<file path="src/msf_pkg.sv">
// Shared types and constants for the monochrome span fill core.
// Used by msf_rem, msf_dp, msf_ctrl and mono_span_fill_pattern_core.
// No dependencies.
package msf_pkg;

	localparam int MAX_ROW_BYTES = 32;
	localparam int MAX_ROWS      = 128;
	localparam int PATTERN_DEPTH = 8;

	localparam int ADDR_W = 12;      // byte address
	localparam int COL_W  = 6;       // byte column, covers up to 64 bytes per row
	localparam int EP_W   = COL_W + 3; // pixel column
	localparam int SUM_W  = 11;      // room for x + len and row limits
	localparam int RB_W   = 6;       // row_bytes register
	localparam int PH_W   = 4;       // pattern_height register
	localparam int MAG_W  = 8;       // |y - origin_y|
	localparam int REM_W  = 3;       // pattern row index

	localparam int IN_W   = 48;
	localparam int OUT_W  = 32;
	localparam int CIDX_W = 3;
	localparam int CDAT_W = 64;

	// configuration register indexes
	localparam logic [CIDX_W-1:0] CFG_PATTERN_ENABLE = 3'd0;
	localparam logic [CIDX_W-1:0] CFG_PATTERN_FIXED  = 3'd1;
	localparam logic [CIDX_W-1:0] CFG_PATTERN_HEIGHT = 3'd2;
	localparam logic [CIDX_W-1:0] CFG_PATTERN_ROWS   = 3'd3;
	localparam logic [CIDX_W-1:0] CFG_DRAW_COLOR     = 3'd4;
	localparam logic [CIDX_W-1:0] CFG_DRAW_MODE      = 3'd5;
	localparam logic [CIDX_W-1:0] CFG_ROW_BYTES      = 3'd6;

	typedef struct packed {
		logic            pattern_enable;
		logic            pattern_fixed;
		logic [PH_W-1:0] pattern_height;
		logic [63:0]     pattern_rows;
		logic            draw_color;
		logic            draw_mode;
		logic [RB_W-1:0] row_bytes;
	} msf_cfg_t;

	// controller -> datapath
	typedef struct packed {
		logic load;
		logic prep;
		logic div_start;
		logic line;
		logic emit;
	} msf_cmd_t;

	// datapath -> controller
	typedef struct packed {
		logic empty;
		logic use_pat;
		logic div_done;
		logic out_free;
		logic at_end;
	} msf_sts_t;

endpackage

</file>
<file path="src/msf_rem.sv">
// Bit-serial remainder unit: dividend mod divisor, one dividend bit per cycle.
// Depends on msf_pkg.
module msf_rem import msf_pkg::*; (
	input  logic             clk,
	input  logic             arst_n,
	input  logic             start,
	input  logic [MAG_W-1:0] dividend,
	input  logic [PH_W-1:0]  divisor,
	output logic             done,
	output logic [REM_W-1:0] rem
);

	logic [MAG_W-1:0] dvd_q;
	logic [PH_W-1:0]  dvs_q;
	logic [REM_W-1:0] rem_q;
	logic [2:0]       cnt_q;
	logic             busy_q;
	logic             done_q;
	logic [PH_W-1:0]  trial;
	logic [PH_W-1:0]  diff;

	assign trial = {rem_q, dvd_q[MAG_W-1]};
	assign diff  = trial - dvs_q;

	always_ff @(posedge clk or negedge arst_n) begin
		if (!arst_n) begin
			busy_q <= 1'b0;
			done_q <= 1'b0;
			cnt_q  <= '0;
		end else if (start) begin
			busy_q <= 1'b1;
			done_q <= 1'b0;
			cnt_q  <= '0;
		end else if (busy_q) begin
			cnt_q <= cnt_q + 3'd1;
			if (cnt_q == 3'(MAG_W - 1)) begin
				busy_q <= 1'b0;
				done_q <= 1'b1;
			end
		end
	end

	always_ff @(posedge clk) begin
		if (start) begin
			dvd_q <= dividend;
			dvs_q <= divisor;
			rem_q <= '0;
		end else if (busy_q) begin
			dvd_q <= dvd_q << 1;
			rem_q <= (trial >= dvs_q) ? diff[REM_W-1:0] : trial[REM_W-1:0];
		end
	end

	assign done = done_q;
	assign rem  = rem_q;

	a_rem_below_divisor: assert property (@(posedge clk) disable iff (!arst_n)
		done_q |-> ({1'b0, rem_q} < dvs_q))
		else $error("remainder not below divisor");

	a_busy_done_excl: assert property (@(posedge clk) disable iff (!arst_n)
		!(busy_q && done_q))
		else $error("remainder unit busy and done together");

endmodule

</file>
<file path="src/msf_dp.sv">
// Span fill datapath: span setup, pattern row select and rotate, byte walk,
// output register. Depends on msf_pkg and msf_rem.
module msf_dp import msf_pkg::*; (
	input  logic             clk,
	input  logic             arst_n,
	input  msf_cfg_t         cfg,
	input  msf_cmd_t         cmd,
	output msf_sts_t         sts,
	input  logic [IN_W-1:0]  s_tdata,
	output logic             m_tvalid,
	input  logic             m_tready,
	output logic [OUT_W-1:0] m_tdata,
	output logic             m_tlast,
	output logic             m_tuser
);

	// input fields
	logic [7:0]       in_x;
	logic [6:0]       in_y;
	logic [8:0]       in_len;
	logic [8:0]       in_px;
	logic [7:0]       in_py;

	// setup logic
	logic [RB_W-1:0]  rb_eff;
	logic [PH_W-1:0]  ph_eff;
	logic [SUM_W-1:0] rowpix;
	logic [SUM_W-1:0] ep_raw;
	logic [SUM_W-1:0] ep_lim;
	logic [SUM_W-1:0] ep_clip;
	logic             empty_d;
	logic             use_pat_d;
	logic [8:0]       px_eff;
	logic [7:0]       py_eff;
	logic signed [9:0] dy;
	logic [9:0]       dy_abs;
	logic [12:0]      base_prod;

	// stored span
	logic [ADDR_W-1:0] base_q;
	logic [COL_W-1:0]  b0_q;
	logic [COL_W-1:0]  b1_q;
	logic [2:0]        x_lo_q;
	logic [2:0]        ep_lo_q;
	logic [2:0]        k_q;
	logic [PH_W-1:0]   ph_q;
	logic [MAG_W-1:0]  mag_q;
	logic              neg_q;
	logic              use_pat_q;
	logic              empty_q;

	// walk
	logic [ADDR_W-1:0] cursor_q;
	logic [ADDR_W-1:0] end_q;
	logic [7:0]        line_q;
	logic              first_q;

	logic              div_done;
	logic [REM_W-1:0]  rem;
	logic [REM_W-1:0]  idx;
	logic [7:0]        row;
	logic [15:0]       rot;
	logic [7:0]        mask;
	logic              at_end;

	// output register
	logic              ovalid_q;
	logic [ADDR_W-1:0] oaddr_q;
	logic [7:0]        omask_q;
	logic [7:0]        oval_q;
	logic              oop_q;
	logic              olast_q;

	assign in_x   = s_tdata[7:0];
	assign in_y   = s_tdata[14:8];
	assign in_len = s_tdata[23:15];
	assign in_px  = s_tdata[32:24];
	assign in_py  = s_tdata[40:33];

	always_comb begin
		if (cfg.row_bytes == '0)
			rb_eff = RB_W'(1);
		else if (int'(cfg.row_bytes) > MAX_ROW_BYTES)
			rb_eff = RB_W'(MAX_ROW_BYTES);
		else
			rb_eff = cfg.row_bytes;

		if (cfg.pattern_height == '0)
			ph_eff = PH_W'(1);
		else if (int'(cfg.pattern_height) > PATTERN_DEPTH)
			ph_eff = PH_W'(PATTERN_DEPTH);
		else
			ph_eff = cfg.pattern_height;
	end

	assign rowpix  = SUM_W'({rb_eff, 3'b000});
	assign ep_raw  = SUM_W'(in_x) + SUM_W'(in_len) - SUM_W'(1);
	assign ep_lim  = rowpix - SUM_W'(1);
	assign ep_clip = (ep_raw > ep_lim) ? ep_lim : ep_raw;
	assign empty_d = (in_len == '0) || (SUM_W'(in_x) >= rowpix) ||
	                 (SUM_W'(in_y) >= SUM_W'(MAX_ROWS));

	// origin x of all ones (-1) means no pattern; tested before the fixed origin
	assign use_pat_d = cfg.pattern_enable && (in_px != 9'h1FF);
	assign px_eff    = cfg.pattern_fixed ? '0 : in_px;
	assign py_eff    = cfg.pattern_fixed ? '0 : in_py;
	assign dy        = $signed({3'b000, in_y}) - $signed({{2{py_eff[7]}}, py_eff});
	assign dy_abs    = dy[9] ? 10'(-dy) : 10'(dy);
	assign base_prod = 13'(in_y) * 13'(rb_eff);

	always_ff @(posedge clk) begin
		if (cmd.load) begin
			base_q    <= base_prod[ADDR_W-1:0];
			b0_q      <= COL_W'(in_x[7:3]);
			b1_q      <= ep_clip[EP_W-1:3];
			x_lo_q    <= in_x[2:0];
			ep_lo_q   <= ep_clip[2:0];
			k_q       <= in_x[2:0] + in_x[2:0] - px_eff[2:0];
			ph_q      <= ph_eff;
			mag_q     <= dy_abs[MAG_W-1:0];
			neg_q     <= dy[9];
			use_pat_q <= use_pat_d;
			empty_q   <= empty_d;
		end
	end

	msf_rem u_rem (
		.clk      (clk),
		.arst_n   (arst_n),
		.start    (cmd.div_start),
		.dividend (mag_q),
		.divisor  (ph_q),
		.done     (div_done),
		.rem      (rem)
	);

	// C-style remainder folded into 0..ph-1
	always_comb begin
		logic [PH_W-1:0] wrapped;
		wrapped = ph_q - PH_W'(rem);
		idx = (neg_q && rem != '0) ? wrapped[REM_W-1:0] : rem;
	end

	assign row = cfg.pattern_rows[{idx, 3'b000} +: 8];
	assign rot = {row, row} << k_q;

	assign at_end = (cursor_q == end_q);

	always_comb begin
		mask = line_q;
		if (first_q)
			mask = mask & (8'hFF << x_lo_q);
		if (at_end)
			mask = mask & (8'hFF >> (3'd7 - ep_lo_q));
	end

	always_ff @(posedge clk or negedge arst_n) begin
		if (!arst_n) begin
			cursor_q <= '0;
			end_q    <= '0;
			line_q   <= '0;
			first_q  <= 1'b0;
		end else begin
			if (cmd.prep) begin
				cursor_q <= base_q + ADDR_W'(b0_q);
				end_q    <= base_q + ADDR_W'(b1_q);
				first_q  <= 1'b1;
			end else if (cmd.emit) begin
				cursor_q <= cursor_q + ADDR_W'(1);
				first_q  <= 1'b0;
			end
			if (cmd.line)
				line_q <= use_pat_q ? rot[15:8] : 8'hFF;
		end
	end

	always_ff @(posedge clk or negedge arst_n) begin
		if (!arst_n)
			ovalid_q <= 1'b0;
		else if (cmd.emit)
			ovalid_q <= 1'b1;
		else if (m_tready)
			ovalid_q <= 1'b0;
	end

	always_ff @(posedge clk) begin
		if (cmd.emit) begin
			oaddr_q <= cursor_q;
			omask_q <= mask;
			oval_q  <= cfg.draw_color ? mask : 8'h00;
			oop_q   <= cfg.draw_mode;
			olast_q <= at_end;
		end
	end

	assign sts.empty    = empty_q;
	assign sts.use_pat  = use_pat_q;
	assign sts.div_done = div_done;
	assign sts.out_free = !ovalid_q || m_tready;
	assign sts.at_end   = at_end;

	assign m_tvalid = ovalid_q;
	assign m_tdata  = {4'b0000, oval_q, omask_q, oaddr_q};
	assign m_tlast  = olast_q;
	assign m_tuser  = oop_q;

	a_span_order: assert property (@(posedge clk) disable iff (!arst_n)
		(cmd.prep && !empty_q) |-> (b1_q >= b0_q))
		else $error("clipped span ends before it starts");

endmodule

</file>
<file path="src/msf_ctrl.sv">
// Span fill controller: accept, setup, pattern row remainder wait, byte walk.
// Depends on msf_pkg.
module msf_ctrl import msf_pkg::*; (
	input  logic     clk,
	input  logic     arst_n,
	input  logic     s_tvalid,
	output logic     s_tready,
	input  msf_sts_t sts,
	output msf_cmd_t cmd
);

	localparam logic [2:0] ST_IDLE = 3'd0;
	localparam logic [2:0] ST_PREP = 3'd1;
	localparam logic [2:0] ST_DIV  = 3'd2;
	localparam logic [2:0] ST_LINE = 3'd3;
	localparam logic [2:0] ST_RUN  = 3'd4;

	logic [2:0] state_q;
	logic [2:0] state_d;

	always_comb begin
		state_d       = state_q;
		cmd           = '0;
		s_tready      = 1'b0;
		case (state_q)
			ST_IDLE: begin
				s_tready = 1'b1;
				if (s_tvalid) begin
					cmd.load = 1'b1;
					state_d  = ST_PREP;
				end
			end
			ST_PREP: begin
				cmd.prep = 1'b1;
				if (sts.empty)
					state_d = ST_IDLE;
				else if (sts.use_pat) begin
					cmd.div_start = 1'b1;
					state_d       = ST_DIV;
				end else
					state_d = ST_LINE;
			end
			ST_DIV: begin
				if (sts.div_done)
					state_d = ST_LINE;
			end
			ST_LINE: begin
				cmd.line = 1'b1;
				state_d  = ST_RUN;
			end
			ST_RUN: begin
				if (sts.out_free) begin
					cmd.emit = 1'b1;
					if (sts.at_end)
						state_d = ST_IDLE;
				end
			end
			default: begin
				state_d = ST_IDLE;
			end
		endcase
	end

	always_ff @(posedge clk or negedge arst_n) begin
		if (!arst_n)
			state_q <= ST_IDLE;
		else
			state_q <= state_d;
	end

	a_line_entry: assert property (@(posedge clk) disable iff (!arst_n)
		(state_q == ST_LINE) |-> ($past(state_q) == ST_PREP || $past(state_q) == ST_DIV))
		else $error("pattern line latched without setup");

endmodule

</file>
<file path="src/mono_span_fill_pattern_core.sv">
// Monochrome span fill core: one span item in, one masked byte write per touched byte out.
// After accept, an item passes setup, then the bit-serial pattern row remainder when the pattern is applied,
// then the pattern line latch and the byte walk; the walk emits one byte per cycle while the output is free,
// and stalls while it is held; the input is taken only when idle.
// Reset (arst_n low, asynchronous): controller idle, output empty, configuration registers at defaults.
// Depends on msf_pkg, msf_ctrl, msf_dp (with msf_rem).
module mono_span_fill_pattern_core import msf_pkg::*; (
	input  logic              clk,
	input  logic              arst_n,
	input  logic              s_tvalid,
	output logic              s_tready,
	input  logic [IN_W-1:0]   s_tdata,   // span_x, span_y, span_len, pat_origin_x, pat_origin_y
	output logic              m_tvalid,
	input  logic              m_tready,
	output logic [OUT_W-1:0]  m_tdata,   // byte_address, write_mask, write_value
	output logic              m_tlast,
	output logic              m_tuser,   // combine_op
	input  logic              cfg_we,
	input  logic [CIDX_W-1:0] cfg_index,
	input  logic [CDAT_W-1:0] cfg_data
);

	msf_cfg_t cfg_q;
	msf_cmd_t cmd;
	msf_sts_t sts;

	always_ff @(posedge clk or negedge arst_n) begin
		if (!arst_n) begin
			cfg_q.pattern_enable <= 1'b0;
			cfg_q.pattern_fixed  <= 1'b0;
			cfg_q.pattern_height <= PH_W'(8);
			cfg_q.pattern_rows   <= '0;
			cfg_q.draw_color     <= 1'b0;
			cfg_q.draw_mode      <= 1'b0;
			cfg_q.row_bytes      <= RB_W'(32);
		end else if (cfg_we) begin
			case (cfg_index)
				CFG_PATTERN_ENABLE: cfg_q.pattern_enable <= cfg_data[0];
				CFG_PATTERN_FIXED:  cfg_q.pattern_fixed  <= cfg_data[0];
				CFG_PATTERN_HEIGHT: cfg_q.pattern_height <= cfg_data[PH_W-1:0];
				CFG_PATTERN_ROWS:   cfg_q.pattern_rows   <= cfg_data;
				CFG_DRAW_COLOR:     cfg_q.draw_color     <= cfg_data[0];
				CFG_DRAW_MODE:      cfg_q.draw_mode      <= cfg_data[0];
				CFG_ROW_BYTES:      cfg_q.row_bytes      <= cfg_data[RB_W-1:0];
				default: begin
				end
			endcase
		end
	end

	msf_ctrl u_ctrl (
		.clk      (clk),
		.arst_n   (arst_n),
		.s_tvalid (s_tvalid),
		.s_tready (s_tready),
		.sts      (sts),
		.cmd      (cmd)
	);

	msf_dp u_dp (
		.clk      (clk),
		.arst_n   (arst_n),
		.cfg      (cfg_q),
		.cmd      (cmd),
		.sts      (sts),
		.s_tdata  (s_tdata),
		.m_tvalid (m_tvalid),
		.m_tready (m_tready),
		.m_tdata  (m_tdata),
		.m_tlast  (m_tlast),
		.m_tuser  (m_tuser)
	);

endmodule
</file>
<file path="config.mk">
export PLATFORM = sky130hd
export DESIGN_NAME = mono_span_fill_pattern_core
export DESIGN_NICKNAME = d
export VERILOG_FILES = /design/src/msf_pkg.sv /design/src/msf_rem.sv /design/src/msf_dp.sv /design/src/msf_ctrl.sv /design/src/mono_span_fill_pattern_core.sv
export SDC_FILE = /design/constraint.sdc
export NUM_CORES = 1
export LEC_CHECK = 0
export BUFFER_PORTS_ARGS = -buffer_cell sky130_fd_sc_hd__buf_2
export CAP_MARGIN = 10
export CORE_ASPECT_RATIO = 0.6
export CORE_MARGIN = 2
export CORE_UTILIZATION = 53
export CTS_CLUSTER_SIZE = 25
export DETAILED_ROUTE_END_ITERATION = 6
export GPL_TIMING_DRIVEN = 0
export PLACE_DENSITY_LB_ADDON = 0.15
export SLEW_MARGIN = 20
export SYNTH_ARGS = -nofsm -noshare
export SYNTH_HDL_FRONTEND = slang
export SYNTH_SLANG_ARGS = --single-unit
</file>
<file path="constraint.sdc">
create_clock -name clk -period 4.3 [get_ports clk]
set_input_delay 0 -clock clk [delete_from_list [all_inputs] [get_ports clk]]
set_output_delay 0 -clock clk [all_outputs]
set_load 0.01 [all_outputs]
</file>
## Yosys cells after proc, flatten, opt, wreduce, memory -nomap -nowiden

Cells that the tools add are included.

- $lt $le $gt $ge: 5
- Bitwise operators: 2
- Reduce and logical (&&, ||, !) cells: 25
- $mul: 1
- Equality and inequality tests: 17
- $add $sub $neg: 14
- Shift-type cells: 4
- Mux-type cells: 44

Operators by type and width:

| operator | number |
|---|---|
| $shiftx A64 B7 Y8 | 1 |
| $mux W8 | 7 |
| $mux W3 | 9 |
| $mux W12 | 2 |
| $mux W1 | 19 |
| $and A8 B8 Y8 | 2 |
| $reduce_and A2 Y1 | 8 |
| $shl A16 B3 Y16 | 1 |
| $eq A3 B3 Y1 const B | 5 |
| $pmux W3 S5 | 1 |
| $add A12 B1 Y12 const B | 1 |
| $add A12 B5 Y12 | 1 |
| $add A12 B6 Y12 | 1 |
| $eq A12 B12 Y1 | 1 |
| $eq A3 B2 Y1 const B | 4 |
| $mul A7 B6 Y12 | 1 |
| $mux W6 | 2 |
| $gt A11 B11 Y1 | 1 |
| $sub A10 B1 Y11 const B | 1 |
| $add A8 B9 Y10 | 1 |
| $sub A9 B1 Y10 const B | 1 |
| $ge A8 B9 Y1 | 1 |
| $logic_not A9 Y1 | 1 |
| $mux W9 | 1 |
| other kinds (27) | 39 |

- Output and inout bits: 36
- Bits in registers: 212
- Bits of input ports: 120

## Longest topological paths before layout

- Depth after elaboration: 6
- Mapped depth: 19
- Mapped depth without buffers: 19

## Hierarchy

A second synthesis with hierarchy kept.

- Cells, all modules: 1162
- Area, all modules: 13207.7 µm²

Modules (own cells, without submodules):

| module | seq. area each (µm²) | cells each | area an instance (µm²) | times used |
|---|---|---|---|---|
| msf_dp | 3163.0 | 899 | 8828.5 | 1 |
| mono_span_fill_pattern_core | 1954.4 | 170 | 3200.6 | 1 |
| msf_rem | 545.5 | 71 | 968.4 | 1 |
| msf_ctrl | 75.1 | 22 | 210.2 | 1 |

## Least setup slack after synthesis

Ideal clock, no wire load.

- Path kind: flip-flop to flip-flop
- Start: register cfg_q[5] (netlist name)
- End: register u_dp.base_q[11] (data pin)
- Clock period less this slack: 4.290 ns
- Slack: 0.010 ns
- Arrival: 4.030 ns
- Cell stages (with the launch flop): 18
- Required time: 4.041 ns
- Path buffers: 1
- Cell sequence: dfstp_2 > clkbuf_1 > nor2b_1 > and2_1 > fa_1 > inv_1 > fa_1 > fa_1 > inv_1 > ha_1 > nor2b_1 > o21ai_0 > a21boi_0 > o21a_1 > o21ai_0 > nand2b_1 > a21oi_1 > xnor2_1

- Word-level cells in the longest chain between the ends: 4

RTL lines:

| element | RTL line | RTL |
|---|---|---|
| start, declared | mono_span_fill_pattern_core.sv:23 | `msf_cfg_t cfg_q;` |
| $gt A6 B6 Y1 | msf_dp.sv:83 | `else if (int'(cfg.row_bytes) > MAX_ROW_BYTES)` |
| $mux W6 | msf_dp.sv:83 |  |
| $mux W6 (*) | msf_dp.sv:81 | `if (cfg.row_bytes == '0)` |
| $mul A7 B6 Y12 (*) | msf_dp.sv:109 | `assign base_prod = 13'(in_y) * 13'(rb_eff);` |
| via u_dp.base_prod[11] | msf_dp.sv:37 | `logic [12:0] base_prod;` |
| end signal, assigned | msf_dp.sv:113 | `base_q <= base_prod[ADDR_W-1:0];` |
| end, declared | msf_dp.sv:40 | `logic [ADDR_W-1:0] base_q;` |

Mark *: on every way through the listed nets, which the timed path passes. The rest lies on a longest branch.
A chain may end at the register's enable or synchronous reset.

## Final worst setup path

- Start: register cfg_q[3] (netlist name)
- End: register u_dp.base_q[11] (data pin)

Same word-level chain as after synthesis.

==> results.md <==
Run status:
- The run finished with clean final reports.

Logic synthesis:
- Of the post-synthesis cell area, the dominant cell type holds 0.237.
- The fraction of registers with async set or reset after synthesis is 0.566.
- The largest area contributor in the synthesized netlist is sky130_fd_sc_hd__dfrtp_1.
- The register area share after synthesis is 0.460.
- In this run the cell area of the synthesized design comes to 12500 um^2.
- The number of distinct library cells after synthesis is 58.
- The predominant post-synthesis flop cell is sky130_fd_sc_hd__dfrtp_1.
- Sorting the synthesized cells by area gives the leading types as sky130_fd_sc_hd__dfrtp_1 24%, sky130_fd_sc_hd__edfxtp_1 21%, sky130_fd_sc_hd__ha_1 7.9%.
- Synthesis produced a netlist whose cell count is 1097.
- The number of flops mapped to enable cells by yosys is 89.
- The average instance in the mapped netlist occupies 11.4 um^2.
- The count of warnings emitted by yosys is 0.
- The synthesized design contains 212 register bits.

Finish:
- The area growth from synthesis to layout is 23.4%.
- The area taken by multi-input logic gates is 6200 um^2.
- The area of all sequential standard cells is 5740 um^2.
- The share of the core filled with cells is 0.666.
- Of the cells placed in the final design, the portion with a size suffix greater than 1 is 0.219.
- Summing all non-filler instances in the final layout gives an area of 15400 um^2.
- At the end of the flow, the number of nets in the layout was 1591.
- Leaving out filler cells and counting taps, the final layout contains 1697.
- The layout filler cell count is 1796.

Setup path:
- The critical path class is reg -> reg.
- STA puts the critical path data arrival time at 4.38 ns.
- Together, buffers and inverters on the worst path number 2.
- The worst setup path is captured at a flip-flop.
- The slowest stage of the critical path belongs to the cell sky130_fd_sc_hd__fa_1.
- Walking the worst path, the cells encountered are nor2_2, a21oi_1, nor2_4, and2_4, fa_1, inv_2, fa_1, fa_1, inv_2, ha_4, nor2b_4, o21ai_1, a21boi_2, o21a_1, o21ai_1, nand2b_1, a21oi_2, xnor2_1.
- STA classifies the critical path startpoint as a flip-flop.
- The critical path crosses 18 cells after its start point.
- In this run the worst path has a maximum fanout of 4.
- The top cell family by delay on the critical path is adder cells.
- The cell that appears most often on the critical path is sky130_fd_sc_hd__fa_1.
- The peak per-stage delay on the critical path is 0.55 ns.
- For the worst flop-to-flop path, the logic depth is 18.
- STA puts the critical path data required time at 4.56 ns.

Place:
- The final HPWL from detailed placement is 22.0 mm.
- The cell count after placement is 1562.
- Input and output buffers added on the ports amount to 144.
- Once placement finished, the instance area stood at 13700 um^2.
- The routability congestion estimate is 0.867.
- OpenSTA, run right after detailed placement, puts the worst setup slack at -0.583 ns.

Global routing:
- Entering global routing, the biggest net connects 67 pins.
- The global routing usage summed across all routing layers is 0.250.
- The number of antenna violations at the first check in global routing is 2.
- For this run the aggregate overflow at the end of global routing stands at 0.
- The via count of the first global-routing pass is 8755.
- The wire length of the first global-routing pass is 47.8 mm.

STA:
- The worst setup slack after layout is 0.184 ns.
- For the pin with the worst max-slew slack, the measured transition is 1.01 ns.
- Headroom to the max-slew limit came out at 0.327.
- The routed design could run at a clock period as short as 4.12 ns.
- The final number of hold-violating endpoints is 0.
- The fraction of the cycle the final worst path needs is 0.957.
- The count of pins over their slew limit is 0.
- Setup violations remaining at the end of the flow were counted as 0.
- The top achievable clock speed is 0.243 GHz.
- For the final database, setup skew stands at 0.0130 ns.

Clock tree:
- The total number of clock tree sinks is 212.
- Counting the buffers created by CTS gives 22.
- The root buffer selected by CTS is sky130_fd_sc_hd__clkbuf_16.
- The number of buffers on the longest clock path is 3.
- In this run the number of H-tree levels came out at 1.
- The clock latency on the worst-skew pair is 0.51 ns.
- TritonCTS built the clock tree.
- The CTS clock-pin slew for the worst setup and hold paths is 0.06 ns.

Floorplanning:
- The number of rows in the core area is 43.
- During I/O placement, the number of pins put on the boundary was 156.
- The area of the die is 24800 um^2.
- The vertical extent of the die is 123 um.
- The core region is 23100 um^2.
- For this configuration, the core starts out at a cell density of 0.540.
- The die is 202 um wide.

Job:
- The reported max-cap violation count is 0.

Routing:
- The count of unresolved DRC violations after routing is 0.
- The total vias in the final route is 8978.
- The detailed-route wire length per cell is 18.0 um.
- The first detailed-routing pass took 5 iterations.
- The residual antenna-violating net count after detailed routing is 0.
- The number of design-rule violations left by the first detailed-router iteration is 762.
- The routed design has 30.5 mm of wire.
- After detailed routing, the number of vias per cell comes to 5.29.

Pwr:
- The analysis attributes to cell leakage a power of 7.01 nW.
- Dividing total power by cell area gives a power density of 628 nW/um^2.
- The analysis attributes to net switching a power of 3.67 mW.
- The cell internal power dissipation is 6.00 mW.
- Of the total power, registers draw 0.344.
- VDD sags by at most 0.370 mV.
- The share of total power in combinational logic is 0.467.
- The clock share of power is 0.190.
- Of the total power, the share spent switching nets is 0.379.

Worst hold path:
- The type of the tightest min-delay check is in -> reg.
- The number of cells on the worst hold path is 4.
## per-layer routing
layer,GRT usage,up-vias,routed length (um)
li1,-,4326,-
met1,0.396,4325,15600
met2,0.349,287,12400
met3,0.0481,40,1870
met4,0.0630,0,678
met5,0,-,0
## power by group through the flow
stage	clock, mW	combinational, mW	sequential (mW)
detailed placement	0	4.27	3.34
finish	1.84	4.51	3.32
CTS	1.87	4.41	3.31
global placement	0	4.15	3.34
floorplan	0	3.18	3.24
global route	1.95	4.98	3.40
## state kept, by name (all words and copies together), names as in the netlist, 4 cells and up
register / count
cfg_q: 78
u_dp.b0_q: 5
u_dp.b1_q: 6
u_dp.base_q: 12
u_dp.cursor_q: 12
u_dp.end_q: 12
u_dp.line_q: 8
u_dp.mag_q: 8
u_dp.oaddr_q: 12
u_dp.omask_q: 8
u_dp.oval_q: 8
u_dp.ph_q: 4
u_dp.u_rem.dvd_q: 8
u_dp.u_rem.dvs_q: 4
## kinds of logic (layout without fill, tap and decap cells)
group                    Yosys count  after routing  share of synthesized area
XOR/XNOR                          71             71                     0.0498
AND/OR/NAND/NOR                  257            257                      0.101
AO/OA/AOI/OAI                    137            137                     0.0685
adder cells (fa/ha/maj)          106            106                      0.122
other                              2              6                   0.000602
flip-flops                       212            212                      0.460
buffers and inverters            151            432                     0.0503
multiplexers                     161            161                      0.148
## Yosys cell counts (all sizes together), types with 2 or more instances
cell / n
fa: 27
a21o: 15
dfrtp: 118
and3: 3
nand3: 17
edfxtp: 89
nor4: 6
nand2: 84
xor2: 27
nor2: 52
o21bai: 7
o41ai: 2
nor2b: 21
nand4b: 5
or3: 2
a21boi: 2
nor3b: 3
dfstp: 2
xnor2: 44
inv: 110
clkbuf: 30
nand2b: 14
o22ai: 3
dfxtp: 3
buf: 11
mux2i: 73
o21ai: 39
and2: 33
mux4: 8
a21oi: 44
o22a: 8
a31oi: 2
a211oi: 2
nor3: 8
conb: 2
nand4: 7
o21a: 2
ha: 79
mux2: 80
o31ai: 3
## per-stage QoR
step                      setup TNS [ns]  total power, mW  hold WS [ns]
after detailed placement           -1.22             7.61       -0.0491
after global routing             -0.0197             10.3        0.0570
after floorplan                        0             6.42        -0.296
after CTS                              0             9.59       0.00374
final                                  0             9.67       0.00978
after global placement             -1.02             7.49         0.211
## layout by cell type (no fill, tap or decap), drive strengths merged, types with 6 or more instances in the layout
cell,n
a21o,15
a21oi,44
and2,33
buf,167
clkbuf,56
clkinv,7
dfrtp,118
dlygate4sd3,88
edfxtp,89
fa,27
ha,79
inv,111
mux2,80
mux2i,73
mux4,8
nand2,84
nand2b,14
nand3,17
nand4,7
nor2,52
nor2b,21
nor3,8
nor4,6
o21ai,39
o21bai,7
o22a,8
xnor2,44
xor2,27
## final cells by class
| type | count | area share |
|---|---|---|
| Multi-Input combinational cell | 737 | 0.402 |
| Sequential cell | 212 | 0.373 |
| Timing Repair Buffer | 243 | 0.114 |
| Clock buffer | 29 | 0.0388 |
| Inverter | 110 | 0.0268 |
| Tap cell | 315 | 0.0256 |
| Buffer | 39 | 0.0144 |
| Clock inverter | 11 | 0.00552 |
| Antenna cell | 1 | 0.000162 |
## worst paths after layout
kind	start	end	slack, ns
setup / recovery	cfg_q[3]	u_dp.base_q[11]	0.18
hold / removal	s_tdata[16]	u_dp.empty_q	0.01
setup reg to reg	cfg_q[3]	u_dp.base_q[11]	0.18
hold reg to reg	u_dp.ph_q[3]	u_dp.u_rem.dvs_q[3]	0.41
max in group asynchronous	arst_n	cfg_q[74]	3.39
min in group asynchronous	arst_n	cfg_q[9]	0.04
## worst min-delay path, cell delays in order
cell and delay [ns]:
sky130_fd_sc_hd__buf_2 0.08, sky130_fd_sc_hd__inv_1 0.04, sky130_fd_sc_hd__nand4_1 0.10, sky130_fd_sc_hd__o21ai_0 0.11
## timing repair
item	4_1_cts	5_1_grt
resized for setup	10	20
pin swaps	1	11
hold buffers	88	0
hold endpoints to repair	214	0
setup buffers	7	1
setup endpoints to repair	5	11
No activity file was read; power rests on OpenSTA's default activity.
